`config.mk`:
```
export PLATFORM = sky130hd
export DESIGN_NAME = ctb_cell
export DESIGN_NICKNAME = d
export VERILOG_FILES = /design/src/rtl/core/ctb_pkg.sv /design/src/rtl/core/ctb_cell.sv
export SDC_FILE = /design/constraint.sdc
export NUM_CORES = 1
export LEC_CHECK = 0
export ABC_AREA = 1
export ABC_CLOCK_PERIOD_IN_PS = 800
export BUFFER_PORTS_ARGS = -buffer_cell sky130_fd_sc_hd__buf_2
export CAP_MARGIN = 30
export CORE_MARGIN = 2
export CORE_UTILIZATION = 41
export CTS_CLUSTER_DIAMETER = 100
export DETAILED_ROUTE_END_ITERATION = 6
export GPL_ROUTABILITY_DRIVEN = 0
export MAX_ROUTING_LAYER = met4
export PLACE_DENSITY = 0.85
export SETUP_SLACK_MARGIN = 0.15
export SLEW_MARGIN = 10
export SYNTH_ARGS = -nofsm -noshare
export SYNTH_HDL_FRONTEND = slang
export SYNTH_SLANG_ARGS = --single-unit
```
`constraint.sdc`:
```
create_clock -name clk -period 0.8 [get_ports clk]
set_input_delay 0.04 -clock clk [delete_from_list [all_inputs] [get_ports clk]]
set_output_delay 0.04 -clock clk [all_outputs]
set_load 0.01 [all_outputs]
```
`src/rtl/core/ctb_pkg.sv`:
```
// Shared constants and types for the Cartesian tree builder.
// No dependencies; used by every module under rtl/core.
`default_nettype none
package ctb_pkg;
	localparam int NODES_DEF = 256;
	localparam int KEY_BITS_DEF = 32;
	localparam int IDX_W = 8;
	localparam int CNT_W = 9;

	localparam logic [1:0] ACT_CLEAR = 2'd0;
	localparam logic [1:0] ACT_APPEND = 2'd1;
	localparam logic [1:0] ACT_QUERY = 2'd2;

	localparam logic [1:0] ST_OK = 2'd0;
	localparam logic [1:0] ST_FULL = 2'd1;
	localparam logic [1:0] ST_ABSENT = 2'd2;

	// Per-node link record.
	typedef struct packed {
		logic [IDX_W-1:0] left;
		logic has_left;
		logic [IDX_W-1:0] right;
		logic has_right;
		logic [IDX_W-1:0] parent;
		logic has_parent;
	} links_t;
endpackage
`default_nettype wire

```
`src/rtl/core/ctb_cell.sv`:
```
// One spine stack cell: holds one key and node index and shifts with its neighbours.
// Depends on ctb_pkg.
`default_nettype none
module ctb_cell #(
	parameter int KEY_BITS = 32
) (
	input wire logic clk,
	input wire logic arst_n,
	input wire logic push,
	input wire logic pop,
	input wire logic clear,
	input wire logic [KEY_BITS-1:0] below_key,
	input wire logic [ctb_pkg::IDX_W-1:0] below_node,
	input wire logic below_vld,
	input wire logic [KEY_BITS-1:0] above_key,
	input wire logic [ctb_pkg::IDX_W-1:0] above_node,
	input wire logic above_vld,
	output logic [KEY_BITS-1:0] key_q,
	output logic [ctb_pkg::IDX_W-1:0] node_q,
	output logic vld_q
);
	import ctb_pkg::*;
	// Cell 0 is the top of the stack; a push shifts down, a pop shifts up.
	always_ff @(posedge clk or negedge arst_n) begin
		if (!arst_n) begin
			vld_q <= 1'b0;
		end else if (clear) begin
			vld_q <= 1'b0;
		end else if (push) begin
			vld_q <= above_vld;
		end else if (pop) begin
			vld_q <= below_vld;
		end
	end
	always_ff @(posedge clk) begin
		if (push) begin
			key_q <= above_key;
			node_q <= above_node;
		end else if (pop) begin
			key_q <= below_key;
			node_q <= below_node;
		end
	end
endmodule
`default_nettype wire

```
==> impl_metrics.yaml, run 1 <==
die:
  die_area_um2: 4970
  fp.dieW_um: 70.5
  die_h_um: 70.5
  core-area_um2: 4290
  rows: 24
  io_pins: 128
  initial_utilization_pct: 42.2
timing:
  setup_violations: 41
  hold_viol: 0
  fmax_mhz: 1180
  finClkSkew_ns: 0
  slew_violations: 0
  timing.slew.headroom_pct: 79.2
  rsz0062_at_grt: "true"
  fin_crit_sh_pct: 106
  min_period_ns: 0.851
  tightest_slew_ns: 0.311
  layout_setup_ws_ns: -0.0509
worst_setup_path:
  rrSetupSlack_ns: 0.16
  max_stage_delay_ns: 0.38
  startpoint_type: "register"
  path_class: "reg -> out"
  critPathRequiredTime_ns: 0.76
  rr_worst_depth: 2
  crit_path_top_delay_cell: "edfxtp_1"
  reg2reg_from: "vld_q"
  crit_family: "flip-flops"
  r2r-end: "vld_q"
  cp_data_arrival_time_ns: 0.81
  critPathMaxFanout: 1
  crit_path_end_kind: "primary output"
  path_cells: "buf_2"
  path_buf_inv: 1
outcome:
  violations: "setup timing"
  status: "finished, violations left"
power_and_ir_drop:
  vdd_drop_max_mv: 1.05
  cellPowerDensity_nw_per_um2: 1860
  power_leakage_nw: 1.39
synth:
  synth_top_area_cell: "edfxtp_1"
  ys_seq_area_share_pct: 67.6
  synth_commonest_cells: "nand2_1 (125), edfxtp_1 (40), buf_4 (4), buf_6 (4), inv_1 (2)"
  synth_area_leaders: "edfxtp_1 (66%), nand2_1 (26%), buf_6 (2.5%)"
  ys_seq_elements: 41
  synthesis.instances: 180
  syn_area_per_cell_um2: 10.1
  synth_edf_count: 40
  ys_warn_count: 0
  yosys.cell_types.count: 10
  synth_ff_type: "edfxtp_1"
  syn_area_um2: 1810
  synth_top_area_share_pct: 66.3
  mappedNetlistNets: 267
  synth_most_common_cell: "nand2_1"
  async_reset_ff_share_pct: 2.44
clock_tree:
  clock_sinks: 41
  path_clk_slew_ns: 0.07
  clockRootBuffer: "clkbuf_8"
  insertion_delay_ns: 0.28
  cts_setup_buffers: 0
  tritoncts: "done"
  cts_buffers: 5
  clock_path_buffers: 2
  cts-htree-levels: 2
place:
  portBuffers: 127
  dp_cells: 355
  dp_hpwl_um: 3160
  place_area_um2: 2490
detailed_routing:
  drc: 0
  dr_total_vias: 1636
  wl_per_cell_um: 11.6
  top_layer: "met4"
  firstDrtPassIters: 4
  drtIter0Drc: 109
  wl_met2_um: 2210
  wl_met3_um: 355
  wl_met1_um: 1580
  viasPerCell: 4.49
  ant_nets: 0
  drt_wl_total_um: 4240
grt:
  grt_overflow: 0
  grt_pass1_wl_um: 6930
  antenna_found_initial: 0
  grt_pass1_vias: 1630
  grt_max_degree: 42
  grtUsageTotal_pct: 18.6
flow_run:
  max_cap_violations: 0
finish:
  syn2layout_area_growth_pct: 42.8
  final_cell_area_um2: 2590
  drive_above_1_share_pct: 44.6
  fin_nets: 398
  fillCellCount: 385
  num_antenna_cells: 0
  instances_no_fill: 364
min_path:
  holdPathEnd: "node_q[2]"
  holdPathStages: 3
  hold_class: "in -> reg"
  min_from: "below_node[2]"
worst max path at each step:
stage                endpoint  slack (ns)  startpoint  cells past startpoint
detailed placement  node_q[1]       -0.07        push                      3
CTS                 key_q[23]       -0.07   key_q[23]                      1
finish              key_q[21]       -0.05   key_q[21]                      1
global route        node_q[6]        -0.1   node_q[6]                      1
floorplan            key_q[0]        0.09        push                      3
global placement    node_q[3]       -0.06        push                      3
cells in the final DEF, fill, tap and decap left out:
master,count
inv_1,2
nand4_1,1
nand3_1,1
edfxtp_1,40
clkbuf_8,5
dfrtp_1,1
buf_2,126
buf_12,1
inv_8,1
nand2_1,124
nand2_8,1
buf_4,4
buf_6,1
dlygate4sd3_1,1
clkbuf_1,3
routing by layer:
layer	vias up	global-route usage [%]
li1	834	-
met1	712	19.3
met2	81	32.7
met3	9	5.19
met4	0	7.91
met5	-	-
what timing repair did:
item,in CTS,in global routing
pin swaps,0,2
gates cloned,0,0
hold endpoints to repair,1,0
setup endpoints to repair,41,42
resized for setup,0,1
hold buffers,1,0
final cells by class:
type                    instances  area [um2]  area share (%)
clock buffers                   8        80.1            3.09
inverters                       3        18.8           0.725
multi-input cells             127         497            19.2
flip-flops and latches         41        1230            47.4
well taps                      52        65.1            2.51
repair buffers                133         702            27.1
through the flow:
| step | setup TNS [ns] | power, mW | hold WS (ns) | utilization [%] | setup WS, ns |
|---|---|---|---|---|---|
| after floorplan | 0 | 3.14 | -0.256 | - | 0.0867 |
| after global placement | -3.15 | 3.57 | -0.184 | 58.0 | -0.0597 |
| after detailed placement | -3.97 | 3.61 | -0.183 | 58.0 | -0.0748 |
| after CTS | -1.82 | 4.87 | 0.00501 | 60.1 | -0.0712 |
| after global routing | -2.81 | 5.06 | 0.00833 | 60.3 | -0.0958 |
| final | -1.22 | 4.82 | 0.0151 | 60.3 | -0.0509 |
power breakdown:
part	switching, mW	leakage, nW	internal [mW]
clock	0.642	0.0395	0.620
sequential	0.0537	0.425	2.63
combinational	0.472	0.929	0.404
registers in the layout (all words and copies together) (netlist names):
| signal | flops |
|---|---|
| node_q | 8 |
| vld_q | 1 |
| key_q | 32 |
cell families after synthesis:
group                  after synthesis  share of synthesized area (%)
flip-flops                          41                           67.6
AND/OR/NAND/NOR                    127                           26.5
buffers and inverters               12                           5.87
Note: power is estimated with default switching activity, not from simulation.
==> run 2: changes to the inputs <==
- MAX_ROUTING_LAYER: met4 -> unset
==> run 2 against run 1 <==
Compared with the run above: the run still ends with setup timing left; via count unchanged; fmax unchanged; register-to-register slack about the same; critical path depth is the same; power is essentially flat; cell count stayed put; non-clock buffer count stayed put; clock skew unchanged; worst hold slack is essentially flat; utilization is the same; sequential power barely moved; combinational power barely moved.
==> impl_metrics.yaml, run 2 (synthesis gave the netlist of run 1 again) <==
outcome:
  status: "finished, violations left"
  violations: "setup timing"
worst_setup_path:
  path_class: "reg -> out"
  startpoint_type: "register"
  crit_path_top_delay_cell: "edfxtp_1"
  critPathRequiredTime_ns: 0.76
  path_buf_inv: 1
  crit_family: "flip-flops"
  critPathMaxFanout: 1
  rrSetupSlack_ns: 0.16
  reg2reg_from: "vld_q"
  max_stage_delay_ns: 0.38
  path_cells: "buf_2"
  cp_data_arrival_time_ns: 0.81
  crit_path_end_kind: "primary output"
  r2r-end: "vld_q"
  crit_start: "key_q[21]"
  rr_worst_depth: 2
power_and_ir_drop:
  power_leakage_nw: 1.39
  p_comb_share_pct: 18.2
  p_int_mw: 3.65
  switching_power_mw: 1.17
  cellPowerDensity_nw_per_um2: 1860
  vdd_drop_max_mv: 1.05
  swShare_pct: 24.2
  totalPowerFinal_mw: 4.82
  p_seq_share_pct: 55.6
  pwr-share-clk_pct: 26.2
die:
  rows: 24
  die_area_um2: 4970
  io_pins: 128
  core-area_um2: 4290
  die_h_um: 70.5
  initial_utilization_pct: 42.2
  fp.dieW_um: 70.5
clock_tree:
  cts_buffers: 5
  tritoncts: "done"
  clockRootBuffer: "clkbuf_8"
  path_clk_slew_ns: 0.07
  cts-htree-levels: 2
  cts_setup_buffers: 0
  clock_sinks: 41
  clock_path_buffers: 2
  insertion_delay_ns: 0.28
detailed_routing:
  drtIter0Drc: 104
  drt_wl_total_um: 4230
  ant_nets: 0
  viasPerCell: 4.49
  dr_total_vias: 1636
  drc: 0
  wl_per_cell_um: 11.6
  firstDrtPassIters: 4
grt:
  top_usage_layer: "met2"
  grt_util_met3_pct: 5.63
  grt_overflow: 0
  grt_pass1_wl_um: 6930
  antenna_found_initial: 0
  grt_pass1_vias: 1630
  use_met2_pct: 32.7
  grt_use_met1_pct: 19.0
  grtUsageTotal_pct: 18.0
  grt_max_degree: 42
finish:
  largestRegisters: "key_q (32), node_q (8), vld_q (1)"
  top_register: "key_q"
  final_cell_mix: "buf_2 (126), nand2_1 (124), edfxtp_1 (40)"
  drive_above_1_share_pct: 44.6
  fin_util_pct: 60.3
  syn2layout_area_growth_pct: 42.8
  fillCellCount: 385
  largest_register_ffs: 32
  final_common_cell: "buf_2"
  fin_nets: 398
  num_antenna_cells: 0
timing:
  hold_viol: 0
  finClkSkew_ns: 0
  min_period_ns: 0.851
  setup_tns_ns: -1.22
  layout_setup_ws_ns: -0.0509
  rsz0062_at_grt: "true"
  setup_violations: 41
  fmax_mhz: 1180
  slew_violations: 0
  tightest_slew_ns: 0.312
  timing.slew.headroom_pct: 79.2
  fin_crit_sh_pct: 106
min_path:
  holdPathEnd: "node_q[2]"
  holdPathStages: 3
  min_from: "below_node[2]"
  hold_class: "in -> reg"
place:
  dp_hpwl_um: 3160
  post-place-ws_ns: -0.0748
  portBuffers: 127
flow_run:
  max_cap_violations: 0
==> run 2: cell counts in the layout (fill, tap and decap cells not counted) <==
Identical to the previous run, type by type.
==> run 2: worst max path at each step <==
stage           endpoint  cells past startpoint
2_1_floorplan   key_q[0]                      3
3_3_place_gp   node_q[3]                      3
3_5_place_dp   node_q[1]                      3
4_1_cts        key_q[23]                      1
5_1_grt        node_q[6]                      1
6_report       key_q[21]                      1
==> run 2: final cells by class <==
cell class	instances	area (um2)	area share, %
Multi-Input combinational cell	127	497	19.2
Timing Repair Buffer	133	702	27.1
Sequential cell	41	1230	47.4
Clock buffer	8	80.1	3.09
Inverter	3	18.8	0.725
Tap cell	52	65.1	2.51
==> run 2: stage by stage <==
step	instances	hold WS (ns)	cell area, um2
floorplan	180	-0.256	1840
CTS	364	0.00501	2580
detailed placement	355	-0.183	2490
global placement	355	-0.184	2490
global route	364	0.00833	2590
finish	364	0.0151	2590
==> run 2: per-layer routing <==
metal,share of wire [%],vias up
li1,-,834
met1,37,712
met2,52,81
met3,8.9,9
met4,2.3,0
met5,0,-
==> run 2: worst register-to-register path, cell delays in order (launching register included) <==
cell and delay [ns]:
dfrtp_1 0.39, nand4_1 0.09, nand2_1 0.05
==> run 2: what timing repair did <==
action	4_1_cts	5_1_grt
pin swaps	0	2
endpoints found under the hold margin	1	0
hold buffers	1	0
setup endpoints to repair	41	42
resized for setup	0	1
==> run 2: power groups by stage <==
stage          Clock (mW)  Sequential, mW  Combinational [mW]
5_1_grt              1.38            2.70               0.976
6_report             1.26            2.68               0.875
3_3_place_gp            0            2.72               0.856
3_5_place_dp            0            2.73               0.879
4_1_cts              1.31            2.68               0.885
2_1_floorplan           0            2.87               0.276
==> run 3: changes to the inputs <==
- ABC_CLOCK_PERIOD_IN_PS: 800 -> 900
- clock period: 0.8 -> 0.9 ns (I/O delays scaled with it)
==> run 3 against run 2 <==
Compared with the run above: the run now ends clean; worst hold slack improved by 0.0054 ns; cell area shrank 1.0%; critical path depth unchanged; sequential power is 11% lower; combinational power shrank 13%; critical endpoint is now key_q[30]; cell count is 0.55% lower; non-clock buffer count is 1 lower; power down 12%; global-route usage down 0.41 points.
==> impl_metrics.yaml, run 3 (synthesis gave the netlist of run 1 again) <==
outcome:
  status: "complete, no violations"
finish:
  largestRegisters: "key_q (32), node_q (8), vld_q (1)"
  largest_register_ffs: 32
  final_cell_area_um2: 2560
  fin_nets: 397
  num_antenna_cells: 0
  drive_above_1_share_pct: 44.5
  syn2layout_area_growth_pct: 41.3
  top_register: "key_q"
  final_cell_mix: "buf_2 (126), nand2_1 (124), edfxtp_1 (40)"
  final_common_cell: "buf_2"
  fillCellCount: 393
grt:
  antenna_found_initial: 0
  grt_max_degree: 42
  top_usage_layer: "met2"
  grt_pass1_wl_um: 6860
  grtUsageTotal_pct: 17.6
  grt_util_met3_pct: 4.18
  use_met2_pct: 33.6
  grt_use_met1_pct: 18.3
  grt_overflow: 0
  grt_pass1_vias: 1599
worst_setup_path:
  startpoint_type: "register"
  path_buf_inv: 1
  crit_path_top_delay_cell: "edfxtp_1"
  path_cells: "buf_2"
  path_class: "reg -> out"
  crit_path_end_kind: "primary output"
  reg2reg_from: "vld_q"
  cp_data_arrival_time_ns: 0.82
  critPathMaxFanout: 1
  crit_start: "key_q[30]"
  critPathRequiredTime_ns: 0.85
  max_stage_delay_ns: 0.39
  crit_family: "flip-flops"
timing:
  timing.slew.headroom_pct: 79.2
  slew_violations: 0
  finClkSkew_ns: 0
  layout_setup_ws_ns: 0.0324
  fin_crit_sh_pct: 96.4
  min_period_ns: 0.868
  hold_viol: 0
  setup_violations: 0
  whs_ns: 0.0205
  fmax_mhz: 1150
  setup_tns_ns: 0
  rsz0062_at_grt: "true"
  tightest_slew_ns: 0.311
die:
  initial_utilization_pct: 42.2
  core-area_um2: 4290
  fp.dieW_um: 70.5
  io_pins: 128
  die_area_um2: 4970
  rows: 24
  die_h_um: 70.5
detailed_routing:
  drc: 0
  dr_total_vias: 1625
  drtIter0Drc: 126
  viasPerCell: 4.49
  ant_nets: 0
  wl_per_cell_um: 11.8
  drt_wl_total_um: 4280
  firstDrtPassIters: 4
clock_tree:
  tritoncts: "done"
  clock_path_buffers: 2
  insertion_delay_ns: 0.28
  cts_buffers: 5
  clockRootBuffer: "clkbuf_8"
  clock_sinks: 41
  cts_setup_buffers: 0
  cts-htree-levels: 2
  path_clk_slew_ns: 0.07
power_and_ir_drop:
  power_leakage_nw: 1.38
  vdd_drop_max_mv: 0.903
  cellPowerDensity_nw_per_um2: 1650
place:
  portBuffers: 127
  dp_hpwl_um: 3260
  post-place-ws_ns: 0.00555
  place_area_um2: 2470
flow_run:
  max_cap_violations: 0
min_path:
  hold_class: "in -> reg"
  min_from: "below_node[7]"
[run 3: cell count changes in the layout (fill, tap and decap cells not counted), sizes merged]
| cell | change |
|---|---|
| clkbuf | -2 |
| clkinv | +1 |
| buf | -1 |
[run 3: per-layer routing]
layer,vias to the layer above,part of all wire (%)
li1,831,-
met1,710,36
met2,75,54
met3,9,8.0
met4,0,1.8
met5,-,0
[run 3: final cells by class]
cell class	instances	area, um2	area share [%]
flip-flops and latches	41	1230	47.9
repair buffers	132	682	26.6
multi-input cells	127	497	19.4
clock buffers	6	72.6	2.83
well taps	52	65.1	2.54
inverters	3	16.3	0.635
clock inverters	1	3.75	0.146
[run 3: repair_timing]
item	CTS	global route
endpoints found under the hold margin	1	0
gates resized for setup	1	0
setup endpoints to repair	41	41
pin swaps	0	0
hold buffers	1	0
[run 3: final timing paths]
check                      depth (start not counted)         to  slack, ns
setup reg to reg                                   2      vld_q       0.25
setup / recovery                                   1  key_q[30]       0.03
max in group asynchronous                          2      vld_q       0.72
min in group asynchronous                          2      vld_q       0.09
hold reg to reg                                    2      vld_q       0.57
hold / removal                                     3  node_q[7]       0.02
[run 3: per-stage QoR]
step                std cells  power, mW  utilization [%]
finish                    362       4.23             59.7
global route              362       4.43             59.7
CTS                       362       4.28             59.7
detailed placement        354       3.20             57.5
global placement          354       3.16             57.5
floorplan                 180       2.79                -
[run 3: where the power goes]
group | switching, mW | internal [mW] | total [mW]
Combinational | 0.416 | 0.349 | 0.765
Sequential | 0.0511 | 2.33 | 2.39
Clock | 0.561 | 0.522 | 1.08
Total | 1.03 | 3.21 | 4.23
